File: src/ate_pkg.sv
// Shared types, codes and tables for the ANSI terminal command engine.
// Used by the controller, the datapath, the top level and the checker.
package ate_pkg;

  // Default configuration and sizes
  localparam int PARAM_SLOTS = 16;
  localparam int CELL_W      = 8;
  localparam int GLYPH_ROWS  = 8;
  localparam logic [11:0] WIDTH_RST  = 12'd1024;
  localparam logic [11:0] HEIGHT_RST = 12'd768;
  localparam logic [7:0]  BORDER_RST = 8'd8;
  localparam logic [3:0]  GAP_RST    = 4'd2;
  localparam logic [15:0] PARAM_MAX  = 16'hFFFF;

  // Register indexes on the configuration port
  localparam logic [1:0] REG_WIDTH  = 2'd0;
  localparam logic [1:0] REG_HEIGHT = 2'd1;
  localparam logic [1:0] REG_BORDER = 2'd2;
  localparam logic [1:0] REG_GAP    = 2'd3;

  // Render command codes
  localparam logic [2:0] CMD_NONE   = 3'd0;
  localparam logic [2:0] CMD_GLYPH  = 3'd1;
  localparam logic [2:0] CMD_FILL   = 3'd2;
  localparam logic [2:0] CMD_SCROLL = 3'd3;
  localparam logic [2:0] CMD_CLEAR  = 3'd4;

  // Parser modes
  localparam logic [1:0] MODE_NORMAL = 2'd0;
  localparam logic [1:0] MODE_ESC    = 2'd1;
  localparam logic [1:0] MODE_CSI    = 2'd2;

  // Character codes
  localparam logic [7:0] CH_BS    = 8'h08;
  localparam logic [7:0] CH_LF    = 8'h0A;
  localparam logic [7:0] CH_CR    = 8'h0D;
  localparam logic [7:0] CH_ESC   = 8'h1B;
  localparam logic [7:0] CH_SPACE = 8'h20;
  localparam logic [7:0] CH_ZERO  = 8'h30;
  localparam logic [7:0] CH_NINE  = 8'h39;
  localparam logic [7:0] CH_SEMI  = 8'h3B;
  localparam logic [7:0] CH_QUEST = 8'h3F;
  localparam logic [7:0] CH_UP    = 8'h41;  // A
  localparam logic [7:0] CH_DOWN  = 8'h42;  // B
  localparam logic [7:0] CH_FWD   = 8'h43;  // C
  localparam logic [7:0] CH_BACK  = 8'h44;  // D
  localparam logic [7:0] CH_HOME  = 8'h48;  // H
  localparam logic [7:0] CH_ED    = 8'h4A;  // J
  localparam logic [7:0] CH_EL    = 8'h4B;  // K
  localparam logic [7:0] CH_LBRK  = 8'h5B;  // [
  localparam logic [7:0] CH_RIS   = 8'h63;  // c
  localparam logic [7:0] CH_HVP   = 8'h66;  // f
  localparam logic [7:0] CH_SET   = 8'h68;  // h
  localparam logic [7:0] CH_RESET = 8'h6C;  // l
  localparam logic [7:0] CH_SGR   = 8'h6D;  // m
  localparam logic [7:0] CH_TILDE = 8'h7E;
  localparam logic [7:0] CH_DEL   = 8'h7F;

  // SGR and DEC mode numbers
  localparam logic [15:0] SGR_RESET  = 16'd0;
  localparam logic [15:0] SGR_BOLD   = 16'd1;
  localparam logic [15:0] SGR_NOBOLD = 16'd22;
  localparam logic [15:0] SGR_FG     = 16'd30;
  localparam logic [15:0] SGR_BG     = 16'd40;
  localparam logic [15:0] DEC_CURSOR = 16'd25;

  localparam logic [31:0] FG_RST = 32'hFFAAAAAA;
  localparam logic [31:0] BG_RST = 32'h00000000;

  // Signed working coordinate
  typedef logic signed [23:0] coord_t;

  // Datapath operations issued by the controller
  typedef enum logic [3:0] {
    OP_IDLE, OP_LOAD, OP_STEP, OP_NL, OP_BS, OP_WALK,
    OP_FILLA, OP_FILLB, OP_MUL, OP_MOVE, OP_SAT, OP_NEXT
  } op_e;

  // Kind of work a final byte needs
  typedef enum logic [1:0] {FIN_NONE, FIN_WALK, FIN_FILL, FIN_MOVE} fin_e;

  typedef struct packed {
    op_e op;
  } cmd_t;

  typedef struct packed {
    logic nl_req;
    logic bs_req;
    fin_e fin;
    logic walk_last;
    logic out_last;
  } stat_t;

  typedef struct packed {
    logic [11:0] width;
    logic [11:0] height;
    logic [7:0]  border;
    logic [3:0]  gap;
  } cfg_t;

  typedef struct packed {
    logic [2:0]  cmd;
    logic [11:0] x;
    logic [11:0] y;
    logic [11:0] w;
    logic [11:0] h;
    logic [6:0]  g;
  } pend_t;

  typedef struct packed {
    pend_t       item;
    logic [31:0] fg;
    logic [31:0] bg;
    logic [11:0] cx;
    logic [11:0] cy;
    logic        vis;
    logic        last;
  } res_t;

  typedef struct packed {
    logic        ok;
    logic [11:0] x;
    logic [11:0] y;
    logic [11:0] w;
    logic [11:0] h;
  } clip_t;

  function automatic logic [31:0] pal_normal(input logic [2:0] idx);
    logic [31:0] c;
    case (idx)
      3'd0:    c = 32'hFF000000;
      3'd1:    c = 32'hFFAA0000;
      3'd2:    c = 32'hFF00AA00;
      3'd3:    c = 32'hFFAA5500;
      3'd4:    c = 32'hFF0000AA;
      3'd5:    c = 32'hFFAA00AA;
      3'd6:    c = 32'hFF00AAAA;
      default: c = 32'hFFAAAAAA;
    endcase
    return c;
  endfunction

  function automatic logic [31:0] pal_bright(input logic [2:0] idx);
    logic [31:0] c;
    case (idx)
      3'd0:    c = 32'hFF555555;
      3'd1:    c = 32'hFFFF5555;
      3'd2:    c = 32'hFF55FF55;
      3'd3:    c = 32'hFFFFFF55;
      3'd4:    c = 32'hFF5555FF;
      3'd5:    c = 32'hFFFF55FF;
      3'd6:    c = 32'hFF55FFFF;
      default: c = 32'hFFFFFFFF;
    endcase
    return c;
  endfunction

  // Clip a fill rectangle to the screen; ok low means it is dropped
  function automatic clip_t clip(input coord_t x, input coord_t y, input coord_t w,
                                 input coord_t h, input coord_t sw, input coord_t sh);
    clip_t  f;
    coord_t cx, cy, cw, ch;
    cx = x; cy = y; cw = w; ch = h;
    if (cx < 0) begin
      cw = cw + cx;
      cx = '0;
    end
    if (cy < 0) begin
      ch = ch + cy;
      cy = '0;
    end
    f.ok = !(cx >= sw || cy >= sh);
    if (cx + cw > sw) cw = sw - cx;
    if (cy + ch > sh) ch = sh - cy;
    if (cw <= 0 || ch <= 0) f.ok = 1'b0;
    f.x = cx[11:0];
    f.y = cy[11:0];
    f.w = cw[11:0];
    f.h = ch[11:0];
    return f;
  endfunction

endpackage

File: src/ate_ctrl.sv
// Controller state machine of the terminal command engine.
// Depends on ate_pkg; drives the datapath through cmd_t, reads stat_t.
module ate_ctrl (
  input  logic          clk_i,
  input  logic          rst_ni,
  input  logic          in_valid_i,
  output logic          in_stall_o,
  output logic          out_valid_o,
  input  logic          out_stall_i,
  input  ate_pkg::stat_t stat_i,
  output ate_pkg::cmd_t  cmd_o
);

  localparam logic [3:0] S_IDLE  = 4'd0;
  localparam logic [3:0] S_STEP  = 4'd1;
  localparam logic [3:0] S_ROUTE = 4'd2;
  localparam logic [3:0] S_NL    = 4'd3;
  localparam logic [3:0] S_BS    = 4'd4;
  localparam logic [3:0] S_WALK  = 4'd5;
  localparam logic [3:0] S_FA    = 4'd6;
  localparam logic [3:0] S_FB    = 4'd7;
  localparam logic [3:0] S_MUL   = 4'd8;
  localparam logic [3:0] S_MOVE  = 4'd9;
  localparam logic [3:0] S_SAT   = 4'd10;
  localparam logic [3:0] S_OUT   = 4'd11;

  logic [3:0] state_q, state_d;

  // Next state and datapath operation
  always_comb begin
    state_d    = state_q;
    cmd_o.op   = ate_pkg::OP_IDLE;
    case (state_q)
      S_IDLE: begin
        if (in_valid_i) begin
          cmd_o.op = ate_pkg::OP_LOAD;
          state_d  = S_STEP;
        end
      end
      S_STEP: begin
        cmd_o.op = ate_pkg::OP_STEP;
        state_d  = S_ROUTE;
      end
      S_ROUTE: begin
        if (stat_i.nl_req) state_d = S_NL;
        else if (stat_i.bs_req) state_d = S_BS;
        else begin
          case (stat_i.fin)
            ate_pkg::FIN_WALK: state_d = S_WALK;
            ate_pkg::FIN_FILL: state_d = S_FA;
            ate_pkg::FIN_MOVE: state_d = S_MUL;
            default:           state_d = S_SAT;
          endcase
        end
      end
      S_NL: begin
        cmd_o.op = ate_pkg::OP_NL;
        state_d  = S_SAT;
      end
      S_BS: begin
        cmd_o.op = ate_pkg::OP_BS;
        state_d  = S_SAT;
      end
      S_WALK: begin
        cmd_o.op = ate_pkg::OP_WALK;
        if (stat_i.walk_last) state_d = S_SAT;
      end
      S_FA: begin
        cmd_o.op = ate_pkg::OP_FILLA;
        state_d  = S_FB;
      end
      S_FB: begin
        cmd_o.op = ate_pkg::OP_FILLB;
        state_d  = S_SAT;
      end
      S_MUL: begin
        cmd_o.op = ate_pkg::OP_MUL;
        state_d  = S_MOVE;
      end
      S_MOVE: begin
        cmd_o.op = ate_pkg::OP_MOVE;
        state_d  = S_SAT;
      end
      S_SAT: begin
        cmd_o.op = ate_pkg::OP_SAT;
        state_d  = S_OUT;
      end
      S_OUT: begin
        if (!out_stall_i) begin
          if (stat_i.out_last) state_d = S_IDLE;
          else cmd_o.op = ate_pkg::OP_NEXT;
        end
      end
      default: state_d = S_IDLE;
    endcase
  end

  always_ff @(posedge clk_i or negedge rst_ni) begin
    if (!rst_ni) begin
      state_q <= S_IDLE;
    end else begin
      state_q <= state_d;
    end
  end

  assign in_stall_o  = (state_q != S_IDLE);
  assign out_valid_o = (state_q == S_OUT);

endmodule

File: src/ate_dp.sv
// Datapath of the terminal command engine: parser state, parameters,
// colours, cursor, fill clipping and the two-entry result buffer. Uses ate_pkg.
module ate_dp #(
  parameter int PARAM_SLOTS = ate_pkg::PARAM_SLOTS
) (
  input  logic           clk_i,
  input  logic           rst_ni,
  input  ate_pkg::cmd_t  cmd_i,
  input  logic [7:0]     byte_in_i,
  input  ate_pkg::cfg_t  cfg_i,
  output ate_pkg::stat_t stat_o,
  output ate_pkg::res_t  res_o
);

  localparam int TW = $clog2(PARAM_SLOTS + 1);
  localparam int IW = $clog2(PARAM_SLOTS);

  typedef ate_pkg::coord_t coord_t;

  // Parser and display state
  logic [1:0]  mode_q;
  logic [15:0] store_q [PARAM_SLOTS];
  logic [TW-1:0] total_q;
  logic [15:0] accum_q;
  logic        priv_q, wpriv_q, bold_q, vis_q;
  logic [31:0] fg_q, bg_q;
  coord_t      px_q, py_q;
  logic [7:0]  byte_q, fb_q;
  logic        nl_q, bs_q;
  ate_pkg::fin_e fin_q;
  logic [IW-1:0] walk_q;
  coord_t      prod_q, prod2_q;
  ate_pkg::pend_t pend_q [2];
  logic [1:0]  cnt_q;
  logic        oidx_q;

  // Derived geometry
  coord_t sw, sh, lft, rgt, bot, lh;
  assign sw  = coord_t'(cfg_i.width);
  assign sh  = coord_t'(cfg_i.height);
  assign lft = coord_t'(cfg_i.border);
  assign rgt = sw - lft;
  assign bot = sh - lft;
  assign lh  = coord_t'(ate_pkg::GLYPH_ROWS) + coord_t'(cfg_i.gap);

  // Byte classification
  logic is_draw, is_glyph, is_bsp, is_digit;
  logic [6:0] gcode;
  assign is_draw = (mode_q == ate_pkg::MODE_NORMAL && byte_q != ate_pkg::CH_ESC) ||
                   (mode_q == ate_pkg::MODE_ESC && byte_q != ate_pkg::CH_LBRK &&
                    byte_q != ate_pkg::CH_RIS);
  assign is_bsp   = (byte_q == ate_pkg::CH_BS) || (byte_q == ate_pkg::CH_DEL);
  assign is_glyph = is_draw && !is_bsp && byte_q != ate_pkg::CH_CR &&
                    byte_q != ate_pkg::CH_LF;
  assign is_digit = (byte_q >= ate_pkg::CH_ZERO) && (byte_q <= ate_pkg::CH_NINE);
  assign gcode    = (byte_q >= ate_pkg::CH_SPACE && byte_q <= ate_pkg::CH_TILDE) ?
                    byte_q[6:0] : ate_pkg::CH_QUEST[6:0];

  // First two parameters and the count argument
  logic [15:0] p0, p1, pcur, cnt_arg, row_arg, col_arg;
  assign p0      = store_q[0];
  assign p1      = store_q[1];
  assign pcur    = store_q[walk_q];
  assign cnt_arg = (p0 != '0) ? p0 : 16'd1;
  assign row_arg = (p0 != '0) ? p0 - 16'd1 : '0;
  assign col_arg = (total_q > TW'(1) && p1 != '0) ? p1 - 16'd1 : '0;

  // Digit accumulation with saturation
  logic [19:0] dig;
  assign dig = 20'(accum_q) * 20'd10 + 20'(byte_q[3:0]);

  // Fill operands for ED and EL
  coord_t fa_x, fa_y, fa_w, fa_h, fb_x, fb_y, fb_w, fb_h, to_r;
  logic   fa_v, fb_v;
  always_comb begin
    to_r = rgt - px_q;
    if (to_r < 0) to_r = '0;
    fa_v = 1'b0; fa_x = px_q; fa_y = py_q; fa_w = to_r; fa_h = lh;
    fb_v = 1'b0; fb_x = lft;  fb_y = py_q + lh; fb_w = rgt - lft; fb_h = bot - (py_q + lh);
    if (fb_q == ate_pkg::CH_ED) begin
      case (p0)
        16'd0: begin
          fa_v = 1'b1;
          fb_v = 1'b1;
        end
        16'd1: begin
          fa_v = 1'b1; fa_x = lft; fa_y = lft; fa_w = rgt - lft; fa_h = py_q - lft;
          fb_v = 1'b1; fb_x = lft; fb_y = py_q;
          fb_w = px_q - lft + coord_t'(ate_pkg::CELL_W); fb_h = lh;
        end
        16'd2: begin
          fa_v = 1'b1; fa_x = lft; fa_y = lft; fa_w = rgt - lft; fa_h = bot - lft;
        end
        default: ;
      endcase
    end else begin
      case (p0)
        16'd0: fa_v = 1'b1;
        16'd1: begin
          fa_v = 1'b1; fa_x = lft; fa_w = px_q - lft;
        end
        16'd2: begin
          fa_v = 1'b1; fa_x = lft; fa_w = rgt - lft;
        end
        default: ;
      endcase
    end
  end

  // Result produced this cycle, if any
  ate_pkg::clip_t cl;
  ate_pkg::pend_t em;
  logic           em_v, scroll;
  assign scroll = (py_q + lh + lh > bot);
  always_comb begin
    em   = '0;
    em_v = 1'b0;
    cl   = ate_pkg::clip(fa_x, fa_y, fa_w, fa_h, sw, sh);
    case (cmd_i.op)
      ate_pkg::OP_STEP: begin
        if (mode_q == ate_pkg::MODE_ESC && byte_q == ate_pkg::CH_RIS) begin
          em_v   = 1'b1;
          em.cmd = ate_pkg::CMD_CLEAR;
        end else if (is_glyph) begin
          em_v   = 1'b1;
          em.cmd = ate_pkg::CMD_GLYPH;
          em.x   = px_q[11:0];
          em.y   = py_q[11:0];
          em.g   = gcode;
        end
      end
      ate_pkg::OP_NL: begin
        if (scroll) begin
          em_v   = 1'b1;
          em.cmd = ate_pkg::CMD_SCROLL;
          em.h   = (lh > sh) ? sh[11:0] : lh[11:0];
        end
      end
      ate_pkg::OP_BS, ate_pkg::OP_FILLA, ate_pkg::OP_FILLB: begin
        if (cmd_i.op == ate_pkg::OP_BS)
          cl = ate_pkg::clip(px_q, py_q, coord_t'(ate_pkg::CELL_W), lh, sw, sh);
        else if (cmd_i.op == ate_pkg::OP_FILLB)
          cl = ate_pkg::clip(fb_x, fb_y, fb_w, fb_h, sw, sh);
        em_v = cl.ok && (cmd_i.op == ate_pkg::OP_BS ||
                         (cmd_i.op == ate_pkg::OP_FILLA && fa_v) ||
                         (cmd_i.op == ate_pkg::OP_FILLB && fb_v));
        em.cmd = ate_pkg::CMD_FILL;
        em.x = cl.x; em.y = cl.y; em.w = cl.w; em.h = cl.h;
      end
      ate_pkg::OP_SAT: em_v = (cnt_q == 2'd0);
      default: ;
    endcase
  end

  // Cursor moves
  logic [15:0] mul_a;
  coord_t      mul_b, nx, ny;
  logic        is_h;
  assign is_h  = (fb_q == ate_pkg::CH_HOME) || (fb_q == ate_pkg::CH_HVP);
  assign mul_a = is_h ? row_arg : cnt_arg;
  assign mul_b = (fb_q == ate_pkg::CH_FWD || fb_q == ate_pkg::CH_BACK) ?
                 coord_t'(ate_pkg::CELL_W) : lh;

  // Cursor after a glyph or backspace
  coord_t step_x;
  assign step_x = is_bsp ? px_q - coord_t'(ate_pkg::CELL_W) :
                           px_q + coord_t'(ate_pkg::CELL_W);

  always_ff @(posedge clk_i or negedge rst_ni) begin
    if (!rst_ni) begin
      mode_q  <= ate_pkg::MODE_NORMAL;
      store_q <= '{default: '0};
      total_q <= '0;
      accum_q <= '0;
      priv_q  <= 1'b0;
      wpriv_q <= 1'b0;
      bold_q  <= 1'b0;
      vis_q   <= 1'b1;
      fg_q    <= ate_pkg::FG_RST;
      bg_q    <= ate_pkg::BG_RST;
      px_q    <= coord_t'(ate_pkg::BORDER_RST);
      py_q    <= coord_t'(ate_pkg::BORDER_RST);
      byte_q  <= '0;
      fb_q    <= '0;
      nl_q    <= 1'b0;
      bs_q    <= 1'b0;
      fin_q   <= ate_pkg::FIN_NONE;
      walk_q  <= '0;
      prod_q  <= '0;
      prod2_q <= '0;
      pend_q  <= '{default: '0};
      cnt_q   <= '0;
      oidx_q  <= 1'b0;
    end else begin
      // Append a result beat
      if (em_v && cnt_q != 2'd2) begin
        pend_q[cnt_q[0]] <= em;
        cnt_q <= cnt_q + 2'd1;
      end
      case (cmd_i.op)
        ate_pkg::OP_LOAD: begin
          byte_q <= byte_in_i;
          cnt_q  <= '0;
          oidx_q <= 1'b0;
          nl_q   <= 1'b0;
          bs_q   <= 1'b0;
          fin_q  <= ate_pkg::FIN_NONE;
        end
        ate_pkg::OP_STEP: begin
          if (mode_q == ate_pkg::MODE_CSI) begin
            if (is_digit) begin
              accum_q <= (dig > 20'(ate_pkg::PARAM_MAX)) ? ate_pkg::PARAM_MAX : dig[15:0];
            end else if (byte_q == ate_pkg::CH_QUEST) begin
              priv_q <= 1'b1;
            end else begin
              if (total_q < TW'(PARAM_SLOTS)) begin
                store_q[total_q[IW-1:0]] <= accum_q;
                total_q <= total_q + TW'(1);
              end
              if (byte_q == ate_pkg::CH_SEMI) begin
                accum_q <= '0;
              end else begin
                mode_q  <= ate_pkg::MODE_NORMAL;
                priv_q  <= 1'b0;
                wpriv_q <= priv_q;
                fb_q    <= byte_q;
                walk_q  <= '0;
                case (byte_q)
                  ate_pkg::CH_SET, ate_pkg::CH_RESET, ate_pkg::CH_SGR:
                    fin_q <= ate_pkg::FIN_WALK;
                  ate_pkg::CH_ED, ate_pkg::CH_EL:
                    fin_q <= ate_pkg::FIN_FILL;
                  ate_pkg::CH_UP, ate_pkg::CH_DOWN, ate_pkg::CH_FWD, ate_pkg::CH_BACK,
                  ate_pkg::CH_HOME, ate_pkg::CH_HVP:
                    fin_q <= ate_pkg::FIN_MOVE;
                  default: fin_q <= ate_pkg::FIN_NONE;
                endcase
              end
            end
          end else if (mode_q == ate_pkg::MODE_NORMAL && byte_q == ate_pkg::CH_ESC) begin
            mode_q <= ate_pkg::MODE_ESC;
          end else if (mode_q == ate_pkg::MODE_ESC && byte_q == ate_pkg::CH_LBRK) begin
            mode_q  <= ate_pkg::MODE_CSI;
            total_q <= '0;
            accum_q <= '0;
            priv_q  <= 1'b0;
          end else if (mode_q == ate_pkg::MODE_ESC && byte_q == ate_pkg::CH_RIS) begin
            mode_q <= ate_pkg::MODE_NORMAL;
            fg_q   <= ate_pkg::pal_normal(3'd7);
            bg_q   <= ate_pkg::pal_normal(3'd0);
            bold_q <= 1'b0;
            px_q   <= '0;
            py_q   <= '0;
          end else begin
            // Ordinary byte: CR, LF, backspace or glyph
            mode_q <= ate_pkg::MODE_NORMAL;
            if (byte_q == ate_pkg::CH_CR) begin
              px_q <= lft;
            end else if (byte_q == ate_pkg::CH_LF) begin
              px_q <= lft;
              nl_q <= 1'b1;
            end else if (is_bsp) begin
              if (step_x < lft) px_q <= lft;
              else begin
                px_q <= step_x;
                bs_q <= 1'b1;
              end
            end else if (step_x + coord_t'(ate_pkg::CELL_W) > rgt) begin
              px_q <= lft;
              nl_q <= 1'b1;
            end else begin
              px_q <= step_x;
            end
          end
        end
        ate_pkg::OP_NL: begin
          if (!scroll) py_q <= py_q + lh;
        end
        ate_pkg::OP_WALK: begin
          walk_q <= walk_q + IW'(1);
          if (fb_q == ate_pkg::CH_SGR) begin
            if (pcur == ate_pkg::SGR_RESET) begin
              fg_q   <= ate_pkg::pal_normal(3'd7);
              bg_q   <= ate_pkg::pal_normal(3'd0);
              bold_q <= 1'b0;
            end else if (pcur == ate_pkg::SGR_BOLD) begin
              bold_q <= 1'b1;
            end else if (pcur == ate_pkg::SGR_NOBOLD) begin
              bold_q <= 1'b0;
            end else if (pcur inside {[16'd30:16'd37]}) begin
              fg_q <= bold_q ? ate_pkg::pal_bright(3'(pcur - ate_pkg::SGR_FG)) :
                               ate_pkg::pal_normal(3'(pcur - ate_pkg::SGR_FG));
            end else if (pcur inside {[16'd40:16'd47]}) begin
              bg_q <= ate_pkg::pal_normal(3'(pcur - ate_pkg::SGR_BG));
            end
          end else if (wpriv_q && pcur == ate_pkg::DEC_CURSOR) begin
            vis_q <= (fb_q == ate_pkg::CH_SET);
          end
        end
        ate_pkg::OP_FILLA: begin
          if (fb_q == ate_pkg::CH_ED && p0 == 16'd2) begin
            px_q <= lft;
            py_q <= lft;
          end
        end
        ate_pkg::OP_MUL: begin
          prod_q  <= coord_t'(21'(mul_a) * 21'(mul_b[4:0]));
          prod2_q <= coord_t'(col_arg) * coord_t'(ate_pkg::CELL_W);
        end
        ate_pkg::OP_MOVE: begin
          case (fb_q)
            ate_pkg::CH_UP:   py_q <= (py_q - prod_q < lft) ? lft : py_q - prod_q;
            ate_pkg::CH_DOWN: py_q <= (py_q + prod_q >= bot) ? bot - lh : py_q + prod_q;
            ate_pkg::CH_FWD:
              px_q <= (px_q + prod_q >= rgt) ? rgt - coord_t'(ate_pkg::CELL_W) : px_q + prod_q;
            ate_pkg::CH_BACK: px_q <= (px_q - prod_q < lft) ? lft : px_q - prod_q;
            default: begin
              px_q <= nx;
              py_q <= ny;
            end
          endcase
        end
        ate_pkg::OP_SAT: begin
          if (px_q < 0) px_q <= '0;
          else if (px_q > 24'sd4095) px_q <= 24'sd4095;
          if (py_q < 0) py_q <= '0;
          else if (py_q > 24'sd4095) py_q <= 24'sd4095;
        end
        ate_pkg::OP_NEXT: oidx_q <= 1'b1;
        default: ;
      endcase
    end
  end

  // Absolute position for H and f
  always_comb begin
    nx = lft + prod2_q;
    ny = lft + prod_q;
    if (nx >= rgt) nx = rgt - coord_t'(ate_pkg::CELL_W);
    if (ny >= bot) ny = bot - lh;
  end

  // Status to the controller
  assign stat_o.nl_req    = nl_q;
  assign stat_o.bs_req    = bs_q;
  assign stat_o.fin       = fin_q;
  assign stat_o.walk_last = (TW'(walk_q) + TW'(1) >= total_q);
  assign stat_o.out_last  = (2'(oidx_q) + 2'd1 >= cnt_q);

  // Result beat
  assign res_o.item = pend_q[oidx_q];
  assign res_o.fg   = fg_q;
  assign res_o.bg   = bg_q;
  assign res_o.cx   = px_q[11:0];
  assign res_o.cy   = py_q[11:0];
  assign res_o.vis  = vis_q;
  assign res_o.last = stat_o.out_last;

endmodule

File: src/ansi_terminal_command_engine.sv
// ANSI terminal command engine: one console byte in, one or two render commands out.
// First beat follows the step, route and saturate states; a line feed, wrap or backspace
// fill adds the newline or backspace state, SGR/DEC mode finals walk each stored parameter,
// ED/EL add fill states A and B, moves the multiply and move states. One byte in flight:
// the next can be taken in the cycle after the last beat. Reset (rst_ni low, async)
// restores register defaults, normal parser mode, border-corner cursor, grey on black.
module ansi_terminal_command_engine #(
  parameter int PARAM_SLOTS = ate_pkg::PARAM_SLOTS
) (
  input  logic        clk_i,
  input  logic        rst_ni,
  input  logic        in_valid_i,
  output logic        in_stall_o,
  input  logic [7:0]  byte_in_i,
  output logic        out_valid_o,
  input  logic        out_stall_i,
  output logic [2:0]  command_o,
  output logic [11:0] rect_x_o,
  output logic [11:0] rect_y_o,
  output logic [11:0] rect_w_o,
  output logic [11:0] rect_h_o,
  output logic [6:0]  glyph_o,
  output logic [31:0] fg_color_o,
  output logic [31:0] bg_color_o,
  output logic [11:0] cursor_x_o,
  output logic [11:0] cursor_y_o,
  output logic        cursor_on_o,
  output logic        last_o,
  input  logic        psel,
  input  logic        penable,
  input  logic        pwrite,
  input  logic [3:0]  paddr,
  input  logic [31:0] pwdata,
  output logic [31:0] prdata,
  output logic        pready
);

  ate_pkg::cfg_t  cfg_q;
  ate_pkg::cmd_t  cmd;
  ate_pkg::stat_t stat;
  ate_pkg::res_t  res;

  // Configuration registers
  always_ff @(posedge clk_i or negedge rst_ni) begin
    if (!rst_ni) begin
      cfg_q.width  <= ate_pkg::WIDTH_RST;
      cfg_q.height <= ate_pkg::HEIGHT_RST;
      cfg_q.border <= ate_pkg::BORDER_RST;
      cfg_q.gap    <= ate_pkg::GAP_RST;
    end else if (psel && penable && pwrite) begin
      case (paddr[3:2])
        ate_pkg::REG_WIDTH:  cfg_q.width  <= pwdata[11:0];
        ate_pkg::REG_HEIGHT: cfg_q.height <= pwdata[11:0];
        ate_pkg::REG_BORDER: cfg_q.border <= pwdata[7:0];
        ate_pkg::REG_GAP:    cfg_q.gap    <= pwdata[3:0];
        default: ;
      endcase
    end
  end

  // Register readback
  always_comb begin
    case (paddr[3:2])
      ate_pkg::REG_WIDTH:  prdata = 32'(cfg_q.width);
      ate_pkg::REG_HEIGHT: prdata = 32'(cfg_q.height);
      ate_pkg::REG_BORDER: prdata = 32'(cfg_q.border);
      ate_pkg::REG_GAP:    prdata = 32'(cfg_q.gap);
      default:             prdata = '0;
    endcase
  end
  assign pready = 1'b1;

  ate_ctrl u_ctrl (
    .clk_i       (clk_i),
    .rst_ni      (rst_ni),
    .in_valid_i  (in_valid_i),
    .in_stall_o  (in_stall_o),
    .out_valid_o (out_valid_o),
    .out_stall_i (out_stall_i),
    .stat_i      (stat),
    .cmd_o       (cmd)
  );

  ate_dp #(
    .PARAM_SLOTS (PARAM_SLOTS)
  ) u_dp (
    .clk_i     (clk_i),
    .rst_ni    (rst_ni),
    .cmd_i     (cmd),
    .byte_in_i (byte_in_i),
    .cfg_i     (cfg_q),
    .stat_o    (stat),
    .res_o     (res)
  );

  assign command_o   = res.item.cmd;
  assign rect_x_o    = res.item.x;
  assign rect_y_o    = res.item.y;
  assign rect_w_o    = res.item.w;
  assign rect_h_o    = res.item.h;
  assign glyph_o     = res.item.g;
  assign fg_color_o  = res.fg;
  assign bg_color_o  = res.bg;
  assign cursor_x_o  = res.cx;
  assign cursor_y_o  = res.cy;
  assign cursor_on_o = res.vis;
  assign last_o      = res.last;

endmodule

File: config.mk
export PLATFORM = sky130hd
export DESIGN_NAME = ansi_terminal_command_engine
export DESIGN_NICKNAME = d
export VERILOG_FILES = /design/src/ate_pkg.sv /design/src/ate_ctrl.sv /design/src/ate_dp.sv /design/src/ansi_terminal_command_engine.sv
export SDC_FILE = /design/constraint.sdc
export NUM_CORES = 2
export LEC_CHECK = 0
export ABC_CLOCK_PERIOD_IN_PS = 16000
export BUFFER_PORTS_ARGS = -buffer_cell sky130_fd_sc_hd__buf_2
export CORE_ASPECT_RATIO = 1.75
export CORE_MARGIN = 1
export CORE_UTILIZATION = 55
export CTS_CLUSTER_DIAMETER = 60
export DETAILED_ROUTE_END_ITERATION = 12
export GPL_TIMING_DRIVEN = 0
export HOLD_SLACK_MARGIN = 0.02
export PLACE_DENSITY = 0.72
export SKIP_LAST_GASP = 1
export SYNTH_ARGS = -nofsm -noshare
export SYNTH_HDL_FRONTEND = slang
export SYNTH_SLANG_ARGS = --single-unit
export TNS_END_PERCENT = 30
File: constraint.sdc
create_clock -name clk_i -period 16 [get_ports clk_i]
set_input_delay 3.2 -clock clk_i [delete_from_list [all_inputs] [get_ports clk_i]]
set_output_delay 3.2 -clock clk_i [all_outputs]
set_load 0.01 [all_outputs]
==> results, run 1 <==
- The flow did not finish.
- It got as far as global routing (5_1_grt) and failed there.
- The tool reported: "[ERROR GRT-0116] Global routing finished with congestion. Check the congestion regions in the DRC Viewer".
- Entering global routing, the biggest net connects 122 pins.
- The longest clock path from root to sink contains 3 buffers.
- The number of global-route vias before repair is 80.8k.
- The total of hold buffers inserted after clock tree synthesis is 0.
- The horizontal die dimension is 278 µm.
- The root buffer cell is clkbuf_16.
- During synthesis, Yosys emitted a total of 0 warnings.
- Clock tree synthesis found a total of 564 sinks.
- Buffers inserted during clock tree synthesis total 58.
- The average instance area after synthesis is 8.22 µm².
- The netlist area before placement is 73600 µm².
- The number of distinct library cells after synthesis is 116.
- The initial cell density of the core is 0.554.
- The post-synthesis cell count is 8954.
- During placement, the flow inserted port buffers numbering 172.
- The weighted congestion at the end of routability-driven global placement is 1.19.
- The number of top-level pins is 234.
- For this run, asynchronously set or reset flops after synthesis account for 1.00.
- The share of the Yosys chip area taken by registers is 0.192.
- The estimated wirelength of the detail-placed design is 292000 µm.
- The global-route usage over all layers is 0.587.
- Sorting the synthesized cells by area gives the leading types as dfrtp_1 19%, ha_1 13%, mux2_2 6.7%.
- In this run, synthesis produced a sequential element count of 564.
- The top cell type by total area after synthesis is dfrtp_1.
- The floorplan has 177 rows.
- The first-pass GRT wire length is 582000 µm.
- The total overflow reported by the global router is 8.
- The CTS H-tree depth is 2.
- Of the post-synthesis cell area, the dominant cell type holds 0.188.
- The floorplan die height is 486 µm.
- Among all flip-flop cells after synthesis, the most frequent one is dfrtp_1.
- In this run, synthesis inferred 0 flip-flops with an integrated enable.
-- through the flow --
step                setup WS, ns  instances  cell area (µm²)  hold WS, ns
floorplan                   3.97       8990            73700        0.442
global placement           -4.52      10862            76700        0.463
detailed placement        -0.934      10888            77200        0.471
CTS                       0.0303      10997            79300        0.488
-- routing by layer --
layer  GRT usage  GRT overflow
met2       0.866             3
met4       0.612             4
met5      0.0813             0
met3       0.303             1
met1       0.565             0
-- synth_stat cells (all sizes together), types with 31 or more instances --
cell type,n
or4,40
or2,42
nand2b,103
or3,71
mux2,481
nor2,761
o21a,129
mux2i,132
xnor2,436
mux4,44
a31oi,81
and3,62
a221oi,38
buf,174
nand2,765
nor2b,101
nor4,92
a21oi,547
nor3,267
o31ai,71
and2,70
inv,566
clkbuf,292
o21bai,80
nand4,138
fa,155
xor2,185
dfrtp,553
o22ai,82
a22o,45
nand3,181
o211ai,58
nor3b,33
o21ai,539
ha,788
a211oi,96
a21o,179
a21boi,31
-- kinds of logic after synthesis --
| kind of cell | Yosys count | share of synthesized area |
|---|---|---|
| adders and majority gates | 943 | 0.176 |
| and+or+nand+nor | 2819 | 0.186 |
| muxes | 657 | 0.108 |
| buffers and inverters | 1045 | 0.0596 |
| other | 2 | 0.000102 |
| AOI/OAI and AO/OA | 2302 | 0.204 |
| DFF | 564 | 0.192 |
| xor gates and xnor gates | 622 | 0.0744 |
-- timing repair --
item / in CTS
resized for setup: 7
endpoints found under the setup margin: 118
setup buffers: 1
pin swaps: 0
cloned: 0
==> run 2: changes to the inputs <==
--- a/config.mk
+++ b/config.mk
@@ -7,14 +7,11 @@
 export LEC_CHECK = 0
 export ABC_CLOCK_PERIOD_IN_PS = 16000
 export BUFFER_PORTS_ARGS = -buffer_cell sky130_fd_sc_hd__buf_2
-export CORE_ASPECT_RATIO = 1.75
 export CORE_MARGIN = 1
-export CORE_UTILIZATION = 55
-export CTS_CLUSTER_DIAMETER = 60
+export CORE_UTILIZATION = 40
 export DETAILED_ROUTE_END_ITERATION = 12
 export GPL_TIMING_DRIVEN = 0
-export HOLD_SLACK_MARGIN = 0.02
-export PLACE_DENSITY = 0.72
+export PLACE_DENSITY_LB_ADDON = 0.15
 export SKIP_LAST_GASP = 1
 export SYNTH_ARGS = -nofsm -noshare
 export SYNTH_HDL_FRONTEND = slang
==> run 2 against run 1 <==
The flow now finishes, with violations (capacitance limit, slew limit). Area after synthesis unchanged. Synthesized cell count unchanged.
==> results, run 2 <==
- Run status: finished with violations (was stopped before the end).
- The final reports fail on capacitance limit, slew limit.
- The estimated wirelength of the detail-placed design is 289000 µm (was 292000 µm).
- For the pin with the worst max-slew slack, the measured transition is 1.66 ns.
- The synthesis-to-finish area growth is 9.81%.
- The final setup violation count is 0.
- The number of clock sinks is 564 (unchanged).
- The standard cell with the maximum stage delay on the critical path is dfrtp_1.
- The number of global-route vias before repair came to 69.6k.
- For this design the static power due to leakage is 0.0373 µW.
- Across all setup checks in the final design, the least slack found is 0.198 ns.
- The cell count along the critical path is 47.
- The proportion of layout cells with a drive suffix above 1 is 0.122.
- The total count of max-transition violations in the final report came to 31.
- The number of buffers and inverters on the critical path is 7.
- Setup repair after global routing left no endpoint under its margin.
- Counting instances, the worst hold path has a depth of 2.
- The violation count after the first detailed-routing iteration is 8536.
- The library cell used most frequently in the layout, excluding fill and tap cells, is ha_1.
- The post-detailed-route count of antenna-violating nets is 0.
- The async set-or-reset flop fraction in the synthesized netlist is 1.00 (unchanged).
- The pre-CTS worst setup slack is -1.70 ns (was -0.934 ns).
- Most instantiated cells after synthesis: 788 x ha_1, 764 x nand2_1, 761 x nor2_1 (unchanged).
- The proportion of synthesized chip area in sequential cells is 0.192 (unchanged).
- In the final routed layout, each cell accounts on average for 30.1 µm.
- The largest family of logic cells by synthesized area was compound AO/OA/AOI/OAI gates (unchanged).
- The root buffer cell is clkbuf_16 (unchanged).
- The die covers 186000 µm².
- The startpoint-to-endpoint class of the critical path is flop to flop.
- The worst hold-check slack is 0.486 ns.
- The Yosys warning count was 0 (unchanged).
- On the worst path, the slowest cell contributes a delay of 1.03 ns.
- Measured in cells, the most critical reg-to-reg path has a length of 47.
- The CTS H-tree depth is 3 (was 2).
- The adder-cell share of the synthesized area is 0.176 (unchanged).
- The power density normalized to cell area is 259 nW/µm².
- The horizontal die dimension is 431 µm (was 278 µm).
- The initial cell density of the core is 0.402 (was 0.554).
- The via density per instance is 6.24.
- The floorplan die height is 431 µm (was 486 µm).
- The post-detailed-routing wire length is 355000 µm.
- The final instance area is 80800 µm².
- The post-synthesis xor/xnor area fraction was 0.0744 (unchanged).
- The detailed-route via count is 73.6k.
- The number of distinct library cells after synthesis is 116 (unchanged).
- The clock input transition at the sequential cells of the worst setup and hold paths is 0.06 ns.
- The total of flip-flops plus latches after synthesis is 564 (unchanged).
- The largest register by flop count is u_dp.store_q.
- The instance area after placement is 78100 µm² (was 77200 µm²).
- The number of buffers inserted during clock tree synthesis was 69 (was 58).
- The shortest clock period the worst path allows after layout is 15.80 ns.
- The initial antenna violation count is 15.
- The most used standard cell by instance count after synthesis is ha_1 (unchanged).
- The number of buffers between clock root and the deepest sink came to 3 (unchanged).
- The register-to-register path setup slack is 0.20 ns.
- The number of design rule violations left after detail routing is 0.
- The total negative setup slack is 0 ns.
- The worst-case IR drop observed on VDD is 251 µV.
- The first-pass GRT wire length is 501000 µm.
- The count of standard-cell rows is 157 (was 177).
- The largest fanout of any net on the critical path is 38.
- The number of iterations in the first detailed-routing pass is 8.
- The number of synthesized flops with an enable pin is 0 (unchanged).
- The global-route usage over all layers is 0.370.
- The kind of capture point of the worst setup path is a flop.
- The compound-cell area share of the yosys netlist is 0.204 (unchanged).
- The post-synthesis cell count is 8954 (unchanged).
- The number of endpoints with negative hold slack in the final report is 0.
- The average instance area after synthesis was 8.22 µm² (unchanged).
- The category of the worst setup path launch point is a flop.
- The kind of cell with the highest combined delay on the critical path is compound AO/OA/AOI/OAI gates.
- The count of input and output buffers is 172 (unchanged).
- The mux share of post-synthesis cell area is 0.108 (unchanged).
- The number of top-level pins came to 234 (unchanged).
- The total overflow reported by the global router is 0.
- The top cell type by total area after synthesis is dfrtp_1 (unchanged).
- The netlist area before placement came to 73600 µm² (unchanged).
- The area share of and/or/nand/nor cells after synthesis is 0.186 (unchanged).
- The top cell type's share of synthesized area is 0.188 (unchanged).
- The number of flip-flops in the largest register is 224.
- TritonCTS built the clock tree.
- Across the run, the number of max-cap violations was 4.
- Headroom to the max-slew limit came out at -0.106.
- Entering global routing, the biggest net connects 122 pins.
- The most used flip-flop cell after synthesis is dfrtp_1 (unchanged).
- The completed layout was analyzed and its total power is 20900 µW.
- In the final design database the tool counted 10.3k nets.
- Timing would allow up to 0.0633 GHz.
- In the finished design, the share of the clock period the worst path needs comes to 0.988.
- The weighted congestion at the end of routability-driven global placement came to 1.06 (was 1.19).
- The worst hold path belongs to the class flop to flop.
- The worst clock skew is 0.0386 ns.
- The largest registers in the layout are u_dp.store_q (224), u_dp.pend_q (116), cfg_q (36).
- The area of the core region is 183000 µm².
- The top cell types in the final layout, fill and taps aside, are 788 x ha_1, 764 x nand2_1, 760 x nor2_1.
- Top post-synthesis cells by area: dfrtp_1 19%, ha_1 13%, mux2_2 6.7% (unchanged).
- The signal arrival time at the worst endpoint is 16.36 ns.
- The clock latency of the later-clocked register in the worst-skew pair is 0.73 ns.
- STA puts the critical path data required time at 16.56 ns.
[run 2: kinds of logic (layout without fill, tap and decap cells)]
| family | after synthesis | in the layout |
|---|---|---|
| buffers and inverters | 1045 | 1382 |
| muxes | 657 | 657 |
| xor gates and xnor gates | 622 | 622 |
| DFF | 564 | 564 |
| and+or+nand+nor | 2819 | 2819 |
| other | 2 | 44 |
| adders and majority gates | 943 | 943 |
| AOI/OAI and AO/OA | 2302 | 2302 |
[run 2: metrics by stage]
step,utilization,cells
after floorplan,-,8990
after global placement,0.425,11626
after detailed placement,0.427,11642
after CTS,0.441,11780
after global routing,0.442,11791
final,0.442,11797
[run 2: final timing paths]
kind                                 startpoint                 to
worst max-delay path                   cfg_q[6]    u_dp.pend_q[59]
worst min-delay path            u_dp.prod2_q[6]    u_dp.prod2_q[6]
worst max register to register         cfg_q[6]    u_dp.pend_q[59]
worst min register to register  u_dp.prod2_q[6]    u_dp.prod2_q[6]
max in group asynchronous                rst_ni  u_dp.store_q[101]
min in group asynchronous                rst_ni    u_dp.pend_q[14]
[run 2: worst register-to-register path: cells and delay by family (launching register included)]
family	cells	cell delay, ns
adder cells (fa/ha/maj)	4	1.75
flip-flops	1	1.03
multiplexers	2	0.59
AND/OR/NAND/NOR	14	4.88
buffers and inverters	7	2.07
XOR/XNOR	1	0.16
AO/OA/AOI/OAI	19	5.19
[run 2: power by group]
group | total (µW) | internal, µW | switching [µW]
clock | 1710 | 992 | 723
combinational | 17100 | 6020 | 11000
sequential | 2160 | 1600 | 556
total | 20900 | 8610 | 12300
[run 2: layout make-up]
type                       count  area (µm²)
fill                       18500      102000
multi-input combinational   7381       55400
sequential                   564       14100
tap                         2464        3080
buffer                       466        2220
inverter                     579        2200
clock buffer                  98        1970
timing repair buffer         209        1300
clock inverter                30         519
antenna                        6        15.0
[run 2: timing repair]
action / 4_1_cts / 5_1_grt
hold buffers: 0 / 0
buffers inserted: 10 / 10
gates resized for setup: 11 / 13
endpoints found under the setup margin: 118 / 118
[run 2: metal layers]
metal,up-vias,track usage,share of wire
li1,32949,-,-
met1,36249,0.494,0.42
met2,3616,0.564,0.43
met3,803,0.0643,0.083
met4,10,0.201,0.064
met5,-,0,0.00017
(Power assumes the default switching activity.)
